$ cat src/rtl/core/nkrl_pkg.sv
// Shared types and constants for the top-N keyed ranking list.
// No dependencies; used by nkrl_cell and top_n_keyed_ranking_list.
`default_nettype none

package nkrl_pkg;

  localparam int KEY_W   = 32;
  localparam int SCORE_W = 32;
  localparam int INFO_W  = 32;
  localparam int CNT_W   = 7;
  localparam int POS_W   = 6;
  localparam int CFG_IDX_W  = 2;
  localparam int CFG_DATA_W = 7;

  // Configuration register indexes.
  localparam logic [CFG_IDX_W-1:0] REG_ENABLED      = 2'd0;
  localparam logic [CFG_IDX_W-1:0] REG_LIST_SIZE    = 2'd1;
  localparam logic [CFG_IDX_W-1:0] REG_LOWEST_FIRST = 2'd2;

  typedef struct packed {
    logic [KEY_W-1:0]          key;
    logic signed [SCORE_W-1:0] score;
    logic [INFO_W-1:0]         info;
  } entry_t;

  // How the row of cells is rewritten for one update.
  typedef enum logic [2:0] {
    MODE_NONE,
    MODE_SET,
    MODE_UP,
    MODE_DOWN,
    MODE_INS
  } mode_e;

  typedef struct packed {
    mode_e mode;
    logic  cmp;
    logic  load;
  } cell_ctl_t;

  // Per-cell compare results, captured in the cycle before the row is rewritten.
  typedef struct packed {
    logic match;
    logic new_beats;
    logic old_beats;
  } cell_flags_t;

  function automatic logic beats(input logic signed [SCORE_W-1:0] a,
                                 input logic signed [SCORE_W-1:0] b,
                                 input logic                      lowest_first);
    beats = lowest_first ? (a < b) : (a > b);
  endfunction

endpackage

`default_nettype wire

$ cat src/rtl/core/nkrl_cell.sv
// One slot of the ranking list: holds an entry, compares it with the update word
// and takes its next contents from the update word or a neighbor. Uses nkrl_pkg.
`default_nettype none

module nkrl_cell import nkrl_pkg::*; (
  input  wire logic        clk_i,
  input  wire logic        rst_ni,
  input  wire entry_t      item_i,
  input  wire logic        lowest_first_i,
  input  wire logic        valid_i,
  input  wire logic        at_held_i,
  input  wire logic        anchor_i,
  input  wire cell_ctl_t   ctl_i,
  input  wire entry_t      prev_ent_i,
  input  wire entry_t      next_ent_i,
  input  wire logic        up_prev_i,
  input  wire logic        up_next_i,
  input  wire logic        dn_prev_i,
  input  wire logic        dn_next_i,
  input  wire logic        before_i,
  output logic             up_o,
  output logic             dn_o,
  output logic             before_o,
  output logic             new_o,
  output logic             hit_o,
  output cell_flags_t      flags_o,
  output entry_t           ent_o
);

  entry_t      ent_q, ent_d;
  cell_flags_t flags_q;
  logic        ins_hit, ins_region;
  logic        take_new, take_prev, take_next;

  assign hit_o   = valid_i && (ent_q.key == item_i.key);
  assign ent_o   = ent_q;
  assign flags_o = flags_q;

  always_ff @(posedge clk_i or negedge rst_ni) begin
    if (!rst_ni) begin
      flags_q <= '0;
    end else if (ctl_i.cmp) begin
      flags_q.match     <= hit_o;
      flags_q.new_beats <= beats(item_i.score, ent_q.score, lowest_first_i);
      flags_q.old_beats <= beats(ent_q.score, item_i.score, lowest_first_i);
    end
  end

  // Upward move: the region runs from the anchor toward the head while the new
  // score beats each slot. Downward move is the mirror image.
  assign up_o = anchor_i || (up_next_i && valid_i && flags_q.new_beats);
  assign dn_o = anchor_i || (dn_prev_i && valid_i && flags_q.old_beats);

  // Insertion goes at the first held slot the new score beats, else at the end.
  assign ins_hit    = valid_i && flags_q.new_beats;
  assign before_o   = before_i || ins_hit;
  assign ins_region = (valid_i || at_held_i) && (before_i || ins_hit || at_held_i);

  always_comb begin
    take_new  = 1'b0;
    take_prev = 1'b0;
    take_next = 1'b0;
    case (ctl_i.mode)
      MODE_SET: begin
        take_new = anchor_i;
      end
      MODE_UP: begin
        take_new  = up_o && !up_prev_i;
        take_prev = up_o && up_prev_i;
      end
      MODE_DOWN: begin
        take_new  = dn_o && !dn_next_i;
        take_next = dn_o && dn_next_i;
      end
      MODE_INS: begin
        take_new  = ins_region && !before_i;
        take_prev = ins_region && before_i;
      end
      default: begin
        take_new = 1'b0;
      end
    endcase
  end

  assign new_o = take_new;

  always_comb begin
    if (take_new) begin
      ent_d = item_i;
    end else if (take_prev) begin
      ent_d = prev_ent_i;
    end else if (take_next) begin
      ent_d = next_ent_i;
    end else begin
      ent_d = ent_q;
    end
  end

  always_ff @(posedge clk_i) begin
    if (ctl_i.load) begin
      ent_q <= ent_d;
    end
  end

endmodule

`default_nettype wire

$ cat config.mk
export PLATFORM = sky130hd
export DESIGN_NAME = nkrl_cell
export DESIGN_NICKNAME = d
export VERILOG_FILES = /design/src/rtl/core/nkrl_pkg.sv /design/src/rtl/core/nkrl_cell.sv
export SDC_FILE = /design/constraint.sdc
export NUM_CORES = 1
export LEC_CHECK = 0
export BUFFER_PORTS_ARGS = -buffer_cell sky130_fd_sc_hd__buf_2
export CAP_MARGIN = 20
export CORE_AREA = 10 10 149 151
export CTS_BUF_LIST = sky130_fd_sc_hd__clkbuf_4 sky130_fd_sc_hd__clkbuf_8
export CTS_CLUSTER_SIZE = 20
export DETAILED_ROUTE_END_ITERATION = 7
export DIE_AREA = 0 0 159 161
export GPL_TIMING_DRIVEN = 1
export PLACE_DENSITY = 0.65
export SLEW_MARGIN = 20
export SYNTH_ARGS = -nofsm -noshare
export SYNTH_HDL_FRONTEND = slang
export SYNTH_SLANG_ARGS = --single-unit
$ cat constraint.sdc
create_clock -name clk_i -period 12.2 [get_ports clk_i]
set_clock_uncertainty 0.15 [all_clocks]
set_input_delay 3.05 -clock clk_i [delete_from_list [all_inputs] [get_ports clk_i]]
set_output_delay 3.05 -clock clk_i [all_outputs]
set_load 0.02 [all_outputs]
==> run metrics, run 1 <==
Initial Utilization=about a third; count leader, synth=a21oi_1; # IOs=408; Crit. End Element=primary output; clock power share=about a quarter; Slew Viols, Final=0; CTS tree=yes; Core Region=between 15000 and 20000 µm²; Num CTS Buffers=9; Starting DRT DRC Count=just over 300; number of fill cells=around 1900; WP data required=9.00 ns; Arrival @ worst endpoint=about 5 ns; hold slack=around 0.42 ns; Setup crit start kind=input port; post-synthesis cell area=6330 µm²; FF+latch count, synth=99; Setup TNS Final=0 ns; Die Area=25600 µm²; CTS Root Buffer Type=clkbuf_8; peak supply drop=between 0.00005 and 0.00006 V; Worst Hold Class=flop to flop; worst-case reg-to-reg path depth=10; H-tree depth=3; setup violators final=0; Psw=0.256 mW; RSZ-0062 raised after global routing=no; max_cap viols=0; Tmin final=roughly 8.2 ns; Worst Hold Path EP=flags_o[2]; fin cells=1275; syn_area_per_cell=just over 10 µm²; Synth Flop Type=edfxtp_1; placed cell count=between 1000 and 1500; final worst slack=3.98 ns; Static Leakage=between 3 and 4 nW; Slew headroom=a little over a third; FF-to-FF Start=flags_o[0]; drc violations=0; outcome=finished, final reports clean; final number of hold-violating endpoints=0; Reg clk slew, reported paths=about 0.090 ns; commonest cells in the netlist=a21oi_1, nor2_1, mux2i_1; largest fanout on the critical path=2; initial antenna violation count=4; Setup CP Type=input port to primary output; Flop pwr share=a little under 50%; vias in the first global route=~6400; hold path cells=1; reg2reg end=ent_o[8]; sequential-to-total area share from yosys stat=approximately 47%; Place WS=roughly 4.0 ns; reg2reg setup slack=~8.5 ns; fin crit share=around 67%; remaining antenna violation count=0; P_int=0.593 mW; f_max=between 100 and 150 MHz; Vias=approximately 5900; HPWL Detailed=20800 µm; clk buf depth=2; largest net degree at the start of global routing=~110; drt wl/cell=19.3 µm; gp weighted congestion=roughly 0.85; count of flip-flops with a built-in enable after synthesis=96; count of cell types in the netlist=38; Via density=~4.7; PortBufs=roughly 410; Post-CTS Resized=0; post-synth net total=about 950; Final nets=roughly 1300; dominant cells by area after synthesis=edfxtp_1, mux2i_1, a21oi_1; combinational power share=approximately a quarter; setup bufs post-CTS=0; top-area cell type share of the netlist area=between 40% and 50%; Async SR Flop Fraction=a little over 3%; Layout Utilization=a little under half; switching share of power=around 30%; Yosys Warn Count=0; Die Width=159 µm; Total GRT Usage=between 10% and 20%; Least-Margin Pin Slew=slightly below 1 ns; hold buffers post-CTS=0; pwr/cell area=roughly 97 nW/µm²; Post-Route WL=~25000 µm; DR pass1 iterations=5; post-synth top area cell=edfxtp_1; Overflow after GRT=0; count of clock tree sinks=99; clk_lat worst skew=around 0.37 ns; min-delay src=flags_o[2]; Die Y=161 µm; Syn Inst Count=slightly above 600; Worst Setup SP=item_i[65]; layout cells sized above 1=between 40% and 50%; Syn-to-layout area delta=38.6%; first-pass GRT wire length=36700 µm; # rows=51
[layout make-up]
class / instances / area (µm²) / share of cell area [%]
clock inverters: 7 / 73.8 / 0.841
diodes: 2 / 5.00 / 0.0570
multi-input cells: 442 / 3060 / 34.9
repair buffers: 413 / 2080 / 23.7
well taps: 265 / 332 / 3.78
clock buffers: 9 / 124 / 1.41
inverters: 38 / 143 / 1.62
flip-flops and latches: 99 / 2960 / 33.7
[layer usage]
layer / up-vias / GRT usage, % / share of wire (%)
met5: - / 0 / 0.094
met4: 4 / 5.52 / 1.4
met3: 24 / 6.41 / 8.1
met2: 255 / 32.0 / 51
met1: 2651 / 20.4 / 39
li1: 2997 / - / -
[worst max-delay path, cell delays in order]
cell and delay, ns:
buf_2 0.11, xnor2_1 0.31, nand4_1 0.13, nor4_1 0.46, nand4_1 0.14, nor4_1 0.54
buf_2 0.28
[cells by family (layout without fill, tap and decap cells)]
logic type	Yosys count	after routing	share of synthesized area, %
compound gates	129	129	11.2
mux	99	99	15.7
fa+ha+maj	32	32	6.32
buf+inv	70	467	5.37
flops	99	99	46.7
simple gates	150	150	10.3
other cells	0	2	0
xor+xnor	32	32	4.43
[registers in the layout, summed over array words and instances (netlist names)]
signal   cells
ent_o       96
flags_o      3
[worst max-delay path by stage]
stage                        to  slack (ns)  cells past startpoint
final                     hit_o        3.98                      7
after global routing      new_o        3.79                      9
after CTS                 hit_o        4.01                      7
after detailed placement  hit_o        4.02                      7
after global placement    hit_o        4.06                      7
after floorplan           hit_o        4.57                      5
[power by group through the flow]
| stage | combinational, mW | sequential, mW | clock [mW] |
|---|---|---|---|
| CTS | 0.219 | 0.413 | 0.232 |
| global placement | 0.215 | 0.419 | 0 |
| detailed placement | 0.219 | 0.420 | 0 |
| finish | 0.216 | 0.412 | 0.221 |
| global route | 0.241 | 0.415 | 0.243 |
| floorplan | 0.0990 | 0.441 | 0 |
[placed cells by master, fill, tap and decap left out, types with 2 or more instances in the layout]
master and count:
clkbuf_8 9, a2111oi_0 2, nand4_1 15, xnor2_1 28, nor2b_1 3, xor2_1 4
diode_2 2, buf_2 407, nor2_1 102, o21ai_1 2, nand3_1 7, edfxtp_1 96
dfrtp_1 3, nand2_1 10, o21ai_0 2, nor3_1 3, mux2i_1 97, a21o_1 5
a21oi_1 109, inv_1 38, ha_1 32, inv_6 3, nand2b_1 2, nor4_1 5
buf_4 6
[metrics by stage]
| step | area (µm²) | total power, mW |
|---|---|---|
| 6_report | 8780 | 0.849 |
| 2_1_floorplan | 6330 | 0.540 |
| 3_3_place_gp | 8580 | 0.634 |
| 5_1_grt | 8780 | 0.898 |
| 3_5_place_dp | 8580 | 0.639 |
| 4_1_cts | 8770 | 0.864 |
Note: power is estimated with default switching activity, not from simulation.
==> run 2: changes to the inputs <==
- CORE_AREA: 10 10 149 151 -> 10 10 151 153
- DIE_AREA: 0 0 159 161 -> 0 0 161 163
- PLACE_DENSITY: 0.65 -> unset
- clock period: 12.2 -> 7.95 ns (I/O delays scaled with it)
==> run metrics, run 2 (synthesis results as in run 1) <==
outcome=finished, final reports clean; worst path cell trace=buf_2 > xnor2_1 > nand4_1 > nor4_1 > nand4_1 > nor4_1 > buf_2; Flop pwr share=48.8% (+0.3 points); setup violators final=0 (unchanged); Final nets=1339 (unchanged); peak supply drop=0.0000812 V (+61%); fin crit share=76.1%; Reg clk slew, reported paths=0.09 ns (about the same); Num CTS Buffers=9 (unchanged); Die Width=161 µm (+1.3%); # rows=52 (+2.0%); Setup crit start kind=input port; Syn-to-layout area delta=38.5% (about the same); H-tree depth=3 (unchanged); Worst Hold Class=flop to flop; CTS Root Buffer Type=clkbuf_8; HPWL Detailed=20100 µm (-3.5%); PortBufs=407 (unchanged); CP max stage cell=nor4_1; Least-Margin Pin Slew=1.01 ns (+0.0442 ns); first-pass GRT wire length=35300 µm (-3.9%); Core Region=19900 µm² (+3.7%); Place WS=1.93 ns (-2.09 ns); # IOs=408 (unchanged); Slew headroom=32.5% (-2.9 points); WP data required=5.81 ns (-3.19 ns); setup bufs post-CTS=0 (unchanged); Tmin final=between 6 and 7 ns; Setup TNS Final=0 ns (unchanged); largest net degree at the start of global routing=104 (-0.95%); hold slack=0.399 ns (-0.0250 ns); pwr/cell area=148 nW/µm² (+53%); Post-CTS Resized=0 (unchanged); RSZ-0062 raised after global routing=no; max_cap viols=0 (unchanged); combinational power share=25.6% (about the same); Setup CP Type=input port to primary output; commonest non-fill, non-tap cell in the layout=buf_2; clk_lat worst skew=0.37 ns (about the same); count of clock tree sinks=99 (unchanged); Post-Route WL=24000 µm (-2.2%); f_max=165 MHz; CP delay by family, top=simple AND/OR/NAND/NOR gates; vias in the first global route=6281 (-1.4%); diodes inserted=0 (-2); DR pass1 iterations=6 (+1); gp weighted congestion=0.848 (about the same); layout cells sized above 1=43.0% (about the same); Psw=0.381 mW (+49%); remaining antenna violation count=0 (unchanged); max reg flops=96 (unchanged); number of fill cells=2011 (+5.6%); clk buf depth=2 (unchanged); Die Y=163 µm (+1.2%); Static Leakage=3.90 nW (-0.35%); CTS tree=yes; Total GRT Usage=17.2% (-1.1 points); clock power share=25.6% (-0.4 points); reg2reg setup slack=4.38 ns (-4.13 ns); hold buffers post-CTS=0 (unchanged); Crit path largest cell delay=0.44 ns (-0.10 ns); commonest non-fill, non-tap cells in the layout=buf_2, a21oi_1, nor2_1, mux2i_1, edfxtp_1; Die Area=26200 µm² (+2.5%); initial antenna violation count=1 (-3); Crit. End Element=primary output; Layout Utilization=44.1% (-1.6 points); largest fanout on the critical path=2 (unchanged); switching share of power=29.5% (-0.72 points); Vias=5881 (-0.84%); Slew Viols, Final=0 (unchanged); Arrival @ worst endpoint=3.91 ns (-1.11 ns); P_int=0.913 mW (+54%); drt wl/cell=18.8 µm (-2.4%); Starting DRT DRC Count=381 (+23%); Initial Utilization=31.8% (-1.2 points); final worst slack=1.90 ns (-2.07 ns); Final Total Pwr=1.29 mW (+52%); Via density=4.61 (-1.0%); WP buf/inv=2 (unchanged); drc violations=0 (unchanged); final number of hold-violating endpoints=0 (unchanged); Overflow after GRT=0 (unchanged)
## run 2: cell count changes in the layout (fill, tap and decap cells not counted), sizes merged
cell      change
clkbuf        +2
inv           -3
clkinvlp      +3
diode         -2
clkinv        -3
## run 2: final timing paths
check,from,cells past startpoint,to
worst max-delay path,item_i[65],7,hit_o
worst min-delay path,flags_o[2],1,flags_o[2]
worst max register to register,flags_o[0],8,ent_o[85]
worst min register to register,flags_o[2],1,flags_o[2]
max in group asynchronous,rst_ni,1,flags_o[2]
min in group asynchronous,rst_ni,1,flags_o[1]
## run 2: routing by layer
layer	GRT usage, %	part of all wire [%]	routed length [µm]	vias up
met3	6.09	8.4	2030	13
li1	-	-	-	2991
met1	19.3	39	9430	2635
met2	30.5	51	12400	240
met5	0	0.050	12	-
met4	3.93	0.85	204	2
## run 2: power groups by stage
| stage | logic (mW) | registers [mW] | clock network [mW] |
|---|---|---|---|
| floorplan | 0.152 | 0.677 | 0 |
| global placement | 0.332 | 0.643 | 0 |
| detailed placement | 0.336 | 0.644 | 0 |
| CTS | 0.337 | 0.632 | 0.346 |
| global route | 0.369 | 0.635 | 0.364 |
| finish | 0.332 | 0.632 | 0.331 |
## run 2: layout make-up
| type | count | area, µm² | share of cell area, % |
|---|---|---|---|
| Clock buffer | 11 | 139 | 1.58 |
| Clock inverter | 4 | 52.6 | 0.599 |
| Inverter | 38 | 143 | 1.63 |
| Multi-Input combinational cell | 442 | 3060 | 34.9 |
| Sequential cell | 99 | 2960 | 33.7 |
| Tap cell | 270 | 338 | 3.85 |
| Timing Repair Buffer | 413 | 2080 | 23.7 |
## run 2: per-stage QoR
stage	instance area, µm²	std cells
after CTS	8770	1277
after global routing	8770	1277
after detailed placement	8580	1262
after global placement	8580	1262
after floorplan	6330	611
final	8770	1277
